### src/rtl/atre_pkg.sv
`timescale 1ns / 1ps

package atre_pkg;

    // Request kinds on the slave tuser field
    typedef enum logic [1:0] {
        REQ_START = 2'd0,
        REQ_BYTE  = 2'd1,
        REQ_TICK  = 2'd2
    } t_req;

    // End reasons
    typedef enum logic [1:0] {
        REASON_OK      = 2'd0,
        REASON_ERROR   = 2'd1,
        REASON_TIMEOUT = 2'd2,
        REASON_FULL    = 2'd3
    } t_reason;

    // Configuration register indexes
    typedef enum logic [1:0] {
        CFG_TIMEOUT  = 2'd0,
        CFG_QUIET    = 2'd1,
        CFG_CAPACITY = 2'd2
    } t_cfg_idx;

    localparam int          HIST_LEN       = 9;
    localparam int          DEF_MAX_BUFFER = 4096;
    localparam int          CAP_LIMIT      = 4096;
    localparam logic [31:0] RST_TIMEOUT    = 32'd1000;
    localparam logic [15:0] RST_QUIET      = 16'd80;
    localparam logic [12:0] RST_CAPACITY   = 13'd256;

    // CR LF ERROR CR LF, oldest byte first
    localparam logic [7:0] TERM_ERR [HIST_LEN] = '{
        8'h0D, 8'h0A, 8'h45, 8'h52, 8'h52, 8'h4F, 8'h52, 8'h0D, 8'h0A
    };

    // CR LF OK CR LF aligned to the newest end of the history
    localparam logic [7:0] TERM_OK [HIST_LEN] = '{
        8'h00, 8'h00, 8'h00, 8'h0D, 8'h0A, 8'h4F, 8'h4B, 8'h0D, 8'h0A
    };
    localparam logic [HIST_LEN-1:0] TERM_OK_MASK = 9'b1_1111_1000;

endpackage

### src/rtl/atre_cell.sv
`timescale 1ns / 1ps

// One history slot: takes its neighbour's byte on a shift and flags whether
// the byte it is about to hold matches its terminator characters.
module atre_cell #(
    parameter logic       P_OK_USE  = 1'b0,
    parameter logic [7:0] P_OK_CHR  = 8'h00,
    parameter logic [7:0] P_ERR_CHR = 8'h00
) (
    input  logic       i_clk,
    input  logic       i_rst_n,
    input  logic       i_clear,
    input  logic       i_shift,
    input  logic [7:0] i_din,
    output logic [7:0] o_q,
    output logic       o_ok_hit,
    output logic       o_err_hit
);

    logic [7:0] r_q;

    always_ff @(posedge i_clk) begin
        if (!i_rst_n || i_clear) begin
            r_q <= '0;
        end else if (i_shift) begin
            r_q <= i_din;
        end
    end

    assign o_q       = r_q;
    assign o_ok_hit  = !P_OK_USE || (i_din == P_OK_CHR);
    assign o_err_hit = (i_din == P_ERR_CHR);

endmodule

### src/rtl/at_response_end_detector.sv
`timescale 1ns / 1ps

// Channel   | Dir | Fields (lowest bit up)
// ----------+-----+-----------------------------------------------------------
// s_axis    | in  | tuser: req_type[1:0]; tdata: rx_byte[7:0]
// m_axis    | out | tuser: byte_valid; tdata: byte_out, byte_index, done_res,
//           |     |        end_reason, byte_count (35 bits, zero padded to 40)
// i_cfg     | in  | write: 0 timeout_limit, 1 quiet_limit, 2 buffer_capacity
//
// One transfer per cycle in while the result stream is not stalled, one result
// per transfer out; the result is registered and appears in the cycle after the transfer is taken.
// The nine-byte history is a row of cells; the terminator compare is done on
// the bytes being shifted in, so the flags are ready with the byte.
// s_axis_tready is high while the result register is empty or being emptied.
// i_rst_n is synchronous; it reloads the registers and opens an empty read.
module at_response_end_detector #(
    parameter int MAX_BUFFER = atre_pkg::DEF_MAX_BUFFER
) (
    input  logic        i_clk,
    input  logic        i_rst_n,
    // configuration
    input  logic        i_cfg_we,
    input  logic [1:0]  i_cfg_idx,
    input  logic [31:0] i_cfg_wdata,
    // input stream
    input  logic        s_axis_tvalid,
    output logic        s_axis_tready,
    input  logic [7:0]  s_axis_tdata,   // [7:0] rx_byte
    input  logic [1:0]  s_axis_tuser,   // [1:0] req_type
    // result stream
    output logic        m_axis_tvalid,
    input  logic        m_axis_tready,
    output logic [39:0] m_axis_tdata,   // [7:0] byte_out, [19:8] byte_index,
                                        // [20] done_res, [22:21] end_reason,
                                        // [34:23] byte_count, rest zero
    output logic [0:0]  m_axis_tuser    // [0] byte_valid
);

    localparam int HL = atre_pkg::HIST_LEN;
    // usable buffer ceiling: the parameter, but no more than the index allows
    localparam int CAP_TOP_I = (MAX_BUFFER > atre_pkg::CAP_LIMIT) ?
                               atre_pkg::CAP_LIMIT : MAX_BUFFER;
    localparam logic [12:0] CAP_TOP = 13'(CAP_TOP_I);

    // ---------------- configuration registers ----------------
    logic [31:0] r_timeout;
    logic [15:0] r_quiet_lim;
    logic [12:0] r_capacity;

    always_ff @(posedge i_clk) begin
        if (!i_rst_n) begin
            r_timeout   <= atre_pkg::RST_TIMEOUT;
            r_quiet_lim <= atre_pkg::RST_QUIET;
            r_capacity  <= atre_pkg::RST_CAPACITY;
        end else if (i_cfg_we) begin
            unique case (atre_pkg::t_cfg_idx'(i_cfg_idx))
                atre_pkg::CFG_TIMEOUT:  r_timeout   <= i_cfg_wdata;
                atre_pkg::CFG_QUIET:    r_quiet_lim <= i_cfg_wdata[15:0];
                atre_pkg::CFG_CAPACITY: r_capacity  <= i_cfg_wdata[12:0];
                default: ;
            endcase
        end
    end

    // ---------------- transfer decode ----------------
    logic             w_acc;
    atre_pkg::t_req   w_req;
    logic             w_start, w_byte, w_tick;

    logic                          r_ok_seen, r_err_seen, r_finished;
    atre_pkg::t_reason             r_reason;
    logic [31:0]                   r_elapsed;
    logic [15:0]                   r_quiet;
    logic [11:0]                   r_collected;

    assign w_acc   = s_axis_tvalid && s_axis_tready;
    assign w_req   = atre_pkg::t_req'(s_axis_tuser);
    assign w_start = w_acc && (w_req == atre_pkg::REQ_START);
    assign w_byte  = w_acc && (w_req == atre_pkg::REQ_BYTE) && !r_finished;
    assign w_tick  = w_acc && (w_req == atre_pkg::REQ_TICK) && !r_finished;

    // ---------------- history: row of cells ----------------
    logic [7:0]    w_hist [HL];
    logic [7:0]    w_feed [HL];
    logic [HL-1:0] w_ok_hit, w_err_hit;

    for (genvar g = 0; g < HL; g++) begin : g_cell
        if (g == HL - 1) begin : g_head
            assign w_feed[g] = s_axis_tdata;   // newest byte enters here
        end else begin : g_body
            assign w_feed[g] = w_hist[g+1];
        end
        atre_cell #(
            .P_OK_USE  (atre_pkg::TERM_OK_MASK[g]),
            .P_OK_CHR  (atre_pkg::TERM_OK[g]),
            .P_ERR_CHR (atre_pkg::TERM_ERR[g])
        ) u_cell (
            .i_clk     (i_clk),
            .i_rst_n   (i_rst_n),
            .i_clear   (w_start),
            .i_shift   (w_byte),
            .i_din     (w_feed[g]),
            .o_q       (w_hist[g]),
            .o_ok_hit  (w_ok_hit[g]),
            .o_err_hit (w_err_hit[g])
        );
    end

    // ---------------- collection state ----------------
    logic [12:0]       w_cap_eff, w_cap_m1;
    logic              n_ok_seen, n_err_seen, n_finished;
    atre_pkg::t_reason n_reason;
    logic [31:0]       n_elapsed;
    logic [15:0]       n_quiet;
    logic [11:0]       n_collected;

    always_comb begin
        // clamp capacity into 2 .. ceiling
        if (r_capacity > CAP_TOP) begin
            w_cap_eff = CAP_TOP;
        end else if (r_capacity < 13'd2) begin
            w_cap_eff = 13'd2;
        end else begin
            w_cap_eff = r_capacity;
        end
        w_cap_m1 = w_cap_eff - 13'd1;

        n_ok_seen   = r_ok_seen;
        n_err_seen  = r_err_seen;
        n_finished  = r_finished;
        n_reason    = r_reason;
        n_elapsed   = r_elapsed;
        n_quiet     = r_quiet;
        n_collected = r_collected;

        if (w_start) begin
            n_ok_seen   = 1'b0;
            n_err_seen  = 1'b0;
            n_finished  = 1'b0;
            n_reason    = atre_pkg::REASON_OK;
            n_elapsed   = '0;
            n_quiet     = '0;
            n_collected = '0;
        end else if (w_byte || w_tick) begin
            if (w_byte) begin
                n_collected = r_collected + 12'd1;
                n_ok_seen   = r_ok_seen  || (&w_ok_hit);
                n_err_seen  = r_err_seen || (&w_err_hit);
                n_quiet     = '0;
            end else begin
                // saturating millisecond counters
                if (r_elapsed != '1) begin
                    n_elapsed = r_elapsed + 32'd1;
                end
                if (r_quiet != '1) begin
                    n_quiet = r_quiet + 16'd1;
                end
            end
            // end checks, in priority order
            priority if ((n_ok_seen || n_err_seen) && (n_quiet >= r_quiet_lim)) begin
                n_finished = 1'b1;
                n_reason   = n_ok_seen ? atre_pkg::REASON_OK : atre_pkg::REASON_ERROR;
            end else if (n_elapsed >= r_timeout) begin
                n_finished = 1'b1;
                n_reason   = atre_pkg::REASON_TIMEOUT;
            end else if ({1'b0, n_collected} >= w_cap_m1) begin
                n_finished = 1'b1;
                n_reason   = atre_pkg::REASON_FULL;
            end else begin
                // read stays open
                n_finished = r_finished;
            end
        end
    end

    always_ff @(posedge i_clk) begin
        if (!i_rst_n) begin
            r_ok_seen   <= 1'b0;
            r_err_seen  <= 1'b0;
            r_finished  <= 1'b0;
            r_reason    <= atre_pkg::REASON_OK;
            r_elapsed   <= '0;
            r_quiet     <= '0;
            r_collected <= '0;
        end else begin
            r_ok_seen   <= n_ok_seen;
            r_err_seen  <= n_err_seen;
            r_finished  <= n_finished;
            r_reason    <= n_reason;
            r_elapsed   <= n_elapsed;
            r_quiet     <= n_quiet;
            r_collected <= n_collected;
        end
    end

    // ---------------- result register ----------------
    logic        r_out_valid;
    logic        r_byte_valid;
    logic [34:0] r_out_data;

    assign s_axis_tready = !r_out_valid || m_axis_tready;

    always_ff @(posedge i_clk) begin
        if (!i_rst_n) begin
            r_out_valid <= 1'b0;
        end else begin
            r_out_valid <= w_acc || (r_out_valid && !m_axis_tready);
        end
    end

    // payload only moves on an accepted transfer
    always_ff @(posedge i_clk) begin
        if (w_acc) begin
            r_byte_valid <= w_byte;
            r_out_data   <= {n_collected,
                             n_finished ? n_reason : atre_pkg::REASON_OK,
                             n_finished,
                             w_byte ? r_collected : 12'd0,
                             w_byte ? s_axis_tdata : 8'd0};
        end
    end

    assign m_axis_tvalid = r_out_valid;
    assign m_axis_tdata  = {5'd0, r_out_data};
    assign m_axis_tuser  = r_byte_valid;

`ifndef SYNTHESIS
    // a reason other than OK only exists once the read has ended
    a_reason_idle: assert property (@(posedge i_clk) disable iff (!i_rst_n)
        !r_finished |-> (r_reason == atre_pkg::REASON_OK))
        else $error("end reason set on an open read");

    // a finished read ignores bytes and ticks
    a_frozen: assert property (@(posedge i_clk) disable iff (!i_rst_n)
        (w_acc && r_finished && (w_req != atre_pkg::REQ_START))
        |=> ($stable(r_collected) && r_finished && $stable(r_reason)))
        else $error("finished read changed state");

    // a start transfer reopens an empty read
    a_start_clear: assert property (@(posedge i_clk) disable iff (!i_rst_n)
        w_start |=> ((r_collected == 12'd0) && !r_finished && !r_ok_seen && !r_err_seen))
        else $error("start did not clear the read");
`endif

endmodule
### config.mk
export PLATFORM = sky130hd
export DESIGN_NAME = at_response_end_detector
export DESIGN_NICKNAME = d
export VERILOG_FILES = /design/src/rtl/atre_pkg.sv /design/src/rtl/atre_cell.sv /design/src/rtl/at_response_end_detector.sv
export SDC_FILE = /design/constraint.sdc
export NUM_CORES = 1
export LEC_CHECK = 0
export BUFFER_PORTS_ARGS = -buffer_cell sky130_fd_sc_hd__buf_4
export CAP_MARGIN = 20
export CORE_MARGIN = 2
export CORE_UTILIZATION = 41
export CTS_CLUSTER_SIZE = 8
export DETAILED_ROUTE_END_ITERATION = 8
export PLACE_DENSITY = 0.66
export SLEW_MARGIN = 10
export SYNTH_ARGS = -nofsm -noshare
export SYNTH_HDL_FRONTEND = slang
export SYNTH_SLANG_ARGS = --single-unit
### constraint.sdc
create_clock -name i_clk -period 6.6 [get_ports i_clk]
set_input_delay 0.99 -clock i_clk [delete_from_list [all_inputs] [get_ports i_clk]]
set_output_delay 0.99 -clock i_clk [all_outputs]
set_load 0.02 [all_outputs]
==> impl_metrics.py <==
metrics = {
    "status": {
        "outcome": "completed",
    },
    "synthesis": {
        "synth_cells": 1391,
        "synth.lib_cells_used.distinct": 74,
        "combinational_family_with_the_most_area_after_synthesis": "simple AND/OR/NAND/NOR gates",
        "proportion_of_synthesized_chip_area_in_sequential_cells": 0.431,
        "synth_async_sr_flop_share": 0,
        "syn-cell-area_sq_um": 11400,
        "synth_common_cells": "316 x sky130_fd_sc_hd__nand2_1, 191 x sky130_fd_sc_hd__dfxtp_1, 161 x sky130_fd_sc_hd__a21oi_1",
        "postSynth.topFlopCell": "sky130_fd_sc_hd__dfxtp_1",
        "synth_fa_ha_area_frac": 0.0703,
        "simple_gate_share_of_the_synthesized_area": 0.256,
        "muxShareOfSynthArea": 0.00275,
        "syn-mean-instance-area_sq_um": 8.19,
        "post-synth-top-count-cell": "sky130_fd_sc_hd__nand2_1",
        "postSynthRegisterBits": 227,
        "synth_xor_xnor_area_share": 0.0646,
        "synth_edf_count": 36,
        "yosysTopAreaCellShare": 0.336,
        "top_post_synthesis_cells_by_area": "sky130_fd_sc_hd__dfxtp_1 34%, sky130_fd_sc_hd__nand2_1 10%, sky130_fd_sc_hd__edfxtp_1 9.5%",
        "synthDominantAreaCellType": "sky130_fd_sc_hd__dfxtp_1",
        "synth-compound-area-share": 0.123,
        "yosysWarnings": 0,
    },
    "place": {
        "io_buffer_count": 86,
        "routabilityCongestion": 0.836,
        "area_of_placed_instances_sq_um": 12300,
        "number_of_placed_cells_counting_well_taps": 1797,
        "hpwl_mm": 19.5,
    },
    "sta": {
        "timing_hold_violations_final": 0,
        "tightestPinTransition_ns": 0.962,
        "slew_violations": 0,
        "finalCriticalPeriod_ns": 4.53,
        "fmax_mhz": 221,
        "tcrit_tclk_final": 0.687,
        "setup-violations-final": 0,
        "rsz0062_at_grt": "no",
        "slew_headroom": 0.359,
        "fin_setup_tns_ns": 0,
        "worst_clock_skew_ns": 0.0161,
    },
    "detailed_routing": {
        "ant_nets": 0,
        "drc": 0,
        "violation_count_after_the_first_detailed_route_iteration": 682,
        "met3RoutedLength_mm": 1.25,
        "routed.top_layer": "met4",
        "wire_length_on_met1_mm": 12.6,
        "routedWlPerCell_microns": 15.0,
        "dr_total_vias": 9581,
        "detail_route.wirelength_mm": 27.6,
        "first_pass_iters": 5,
        "met2_wirelength_mm": 13.0,
        "routed_via_density": 5.19,
    },
    "floorplan": {
        "chipWidth_microns": 171,
        "top_level_ports": 92,
        "std_cell_rows": 61,
        "floorplan.initialDensity": 0.413,
        "die_height_microns": 171,
        "design.core.area_sq_um": 27600,
        "die_area_sq_um": 29100,
    },
    "grt": {
        "grt.overflow.total": 0,
        "gr-usage-all-layers": 0.192,
        "first_pass_grt_wire_length_mm": 45.3,
        "number_of_antenna_violations_at_the_first_check_in_global_routing": 0,
        "first_global_vias": 9172,
        "largest_net_degree_at_the_start_of_global_routing": 69,
    },
    "clocking": {
        "ctsLongestPathBuffers": 3,
        "clk_pin_slew_worst_paths_ns": 0.05,
        "numCtsBuffers": 34,
        "tritoncts": "done",
        "htreeDepth": 2,
        "clkSinkCount": 227,
        "hold_buffers": 0,
        "cts_setup_buffers": 0,
        "root_buffer": "sky130_fd_sc_hd__clkbuf_16",
        "insertion_delay_ns": 0.50,
        "cts_repair_resize_count": 0,
    },
    "cells_and_area": {
        "synthToLayoutAreaGrowth_pct": 16.3,
        "design.final.nets": 1568,
        "n_antenna_cell": 0,
        "final_layout_size_suffix_gt1_frac": 0.112,
        "final_cell_area_sq_um": 13200,
        "filler_cell_count": 2703,
        "fin_cells": 1846,
    },
    "critical_path": {
        "timing.critical_path.required_ns": 6.85,
        "critPathLaunchType": "primary input",
        "arrival_ns": 4.78,
        "cp_max_fo": 18,
        "cp-end-kind": "flip-flop",
        "crit_type": "primary input to flip-flop",
    },
    "worst_hold_path": {
        "hold_class": "flip-flop to flip-flop",
    },
    "pwr": {
        "power.density_cell_area_nw_per_um2": 247,
        "ir_worst_vdd_mv": 0.168,
        "leakage_nw": 5.11,
    },
    "flow_run": {
        "max_cap_violations": 0,
    },
}
-- metrics by stage --
step / worst slack (ns) / util / hold slack [ns] / power, mW
floorplan: 2.48 / - / 0.431 / 1.63
global placement: 1.83 / 0.446 / 0.442 / 1.72
detailed placement: 1.69 / 0.446 / 0.448 / 1.73
CTS: 2.20 / 0.481 / 0.455 / 3.31
global route: 1.82 / 0.481 / 0.471 / 3.39
finish: 2.07 / 0.481 / 0.452 / 3.27
-- critical path: stages --
cell                        delay [ns]
sky130_fd_sc_hd__buf_4            0.12
sky130_fd_sc_hd__nand2b_1         0.24
sky130_fd_sc_hd__nand3_2          0.37
sky130_fd_sc_hd__and2_1           0.38
sky130_fd_sc_hd__and4_4           0.30
sky130_fd_sc_hd__nand3_1          0.10
sky130_fd_sc_hd__xnor2_1          0.15
sky130_fd_sc_hd__ha_1             0.29
sky130_fd_sc_hd__a21oi_1          0.13
sky130_fd_sc_hd__o21ai_0          0.09
sky130_fd_sc_hd__a2111oi_0        0.54
sky130_fd_sc_hd__o31ai_1          0.16
sky130_fd_sc_hd__o21ai_0          0.49
sky130_fd_sc_hd__nand4b_1         0.20
sky130_fd_sc_hd__o211ai_2         0.15
sky130_fd_sc_hd__nor3b_2          0.07
-- sequential cells by signal (all words and copies together) (netlist names) --
name	cells
r_err_seen	1
m_axis_tvalid	1
m_axis_tuser	1
r_collected	12
r_capacity	13
r_elapsed	32
r_quiet	16
r_timeout	32
r_quiet_lim	16
r_finished	1
r_reason	2
g_cell.u_cell.o_q	64
r_ok_seen	1
r_out_data	35
-- path summary, 6_finish.rpt --
| kind | startpoint | end | slack (ns) | depth (start not counted) |
|---|---|---|---|---|
| hold / removal | r_timeout[24]$_SDFFE_PN0P_ | r_timeout[24]$_SDFFE_PN0P_ | 0.45 | 2 |
| setup reg to reg | r_elapsed[5]$_SDFFE_PP0N_ | r_out_data[22]$_SDFFCE_PN0P_ | 2.12 | 16 |
| hold reg to reg | r_timeout[24]$_SDFFE_PN0P_ | r_timeout[24]$_SDFFE_PN0P_ | 0.45 | 2 |
| setup / recovery | m_axis_tready | r_out_data[22]$_SDFFCE_PN0P_ | 2.07 | 16 |
-- routing by layer --
| layer | vias to the layer above | global-route usage |
|---|---|---|
| li1 | 4838 | - |
| met1 | 4475 | 0.249 |
| met2 | 207 | 0.321 |
| met3 | 61 | 0.0315 |
| met4 | 0 | 0.0699 |
| met5 | - | 0 |
-- area by class of cell --
type | instances | area (sq um) | area share
Multi-Input combinational cell | 1019 | 5920 | 0.447
Sequential cell | 227 | 4900 | 0.370
Clock buffer | 46 | 917 | 0.0692
Timing Repair Buffer | 93 | 698 | 0.0527
Tap cell | 378 | 473 | 0.0357
Inverter | 80 | 300 | 0.0227
Clock inverter | 3 | 36.3 | 0.00274
-- power by group --
group / total, mW / internal, mW / switching [mW]
sequential: 1.46 / 1.44 / 0.0177
clock: 1.57 / 0.963 / 0.608
combinational: 0.245 / 0.0864 / 0.159
total: 3.27 / 2.49 / 0.784
-- kinds of logic after synthesis --
logic type	after synthesis
compound gates	248
xor+xnor	84
other cells	1
flops	227
simple gates	615
fa+ha+maj	64
buf+inv	149
mux	3
-- placed cells by master (no fill, tap or decap), types with 4 or more instances in the layout --
cell,instances
sky130_fd_sc_hd__nand2_1,315
sky130_fd_sc_hd__dfxtp_1,191
sky130_fd_sc_hd__a21oi_1,161
sky130_fd_sc_hd__nor2_1,117
sky130_fd_sc_hd__buf_4,93
sky130_fd_sc_hd__inv_1,78
sky130_fd_sc_hd__ha_1,64
sky130_fd_sc_hd__xnor2_1,42
sky130_fd_sc_hd__xor2_1,42
sky130_fd_sc_hd__nand3_1,41
sky130_fd_sc_hd__edfxtp_1,36
sky130_fd_sc_hd__clkbuf_16,35
sky130_fd_sc_hd__o21ai_0,28
sky130_fd_sc_hd__nand4_1,17
sky130_fd_sc_hd__nor3_1,14
sky130_fd_sc_hd__or3_1,14
sky130_fd_sc_hd__and2_1,13
sky130_fd_sc_hd__o211ai_1,11
sky130_fd_sc_hd__clkbuf_1,11
sky130_fd_sc_hd__nor4_1,8
sky130_fd_sc_hd__and3_1,8
sky130_fd_sc_hd__and4_1,6
sky130_fd_sc_hd__a31oi_1,6
sky130_fd_sc_hd__o21a_1,6
sky130_fd_sc_hd__nor4b_1,6
sky130_fd_sc_hd__nor4bb_1,5
sky130_fd_sc_hd__a21o_1,5
sky130_fd_sc_hd__conb_1,5
sky130_fd_sc_hd__nand2b_1,4
sky130_fd_sc_hd__nor2b_1,4
sky130_fd_sc_hd__nor3_2,4
sky130_fd_sc_hd__a211oi_1,4
sky130_fd_sc_hd__o21ai_1,4
sky130_fd_sc_hd__nand4b_1,4
No activity file was read; power rests on OpenSTA's default activity.
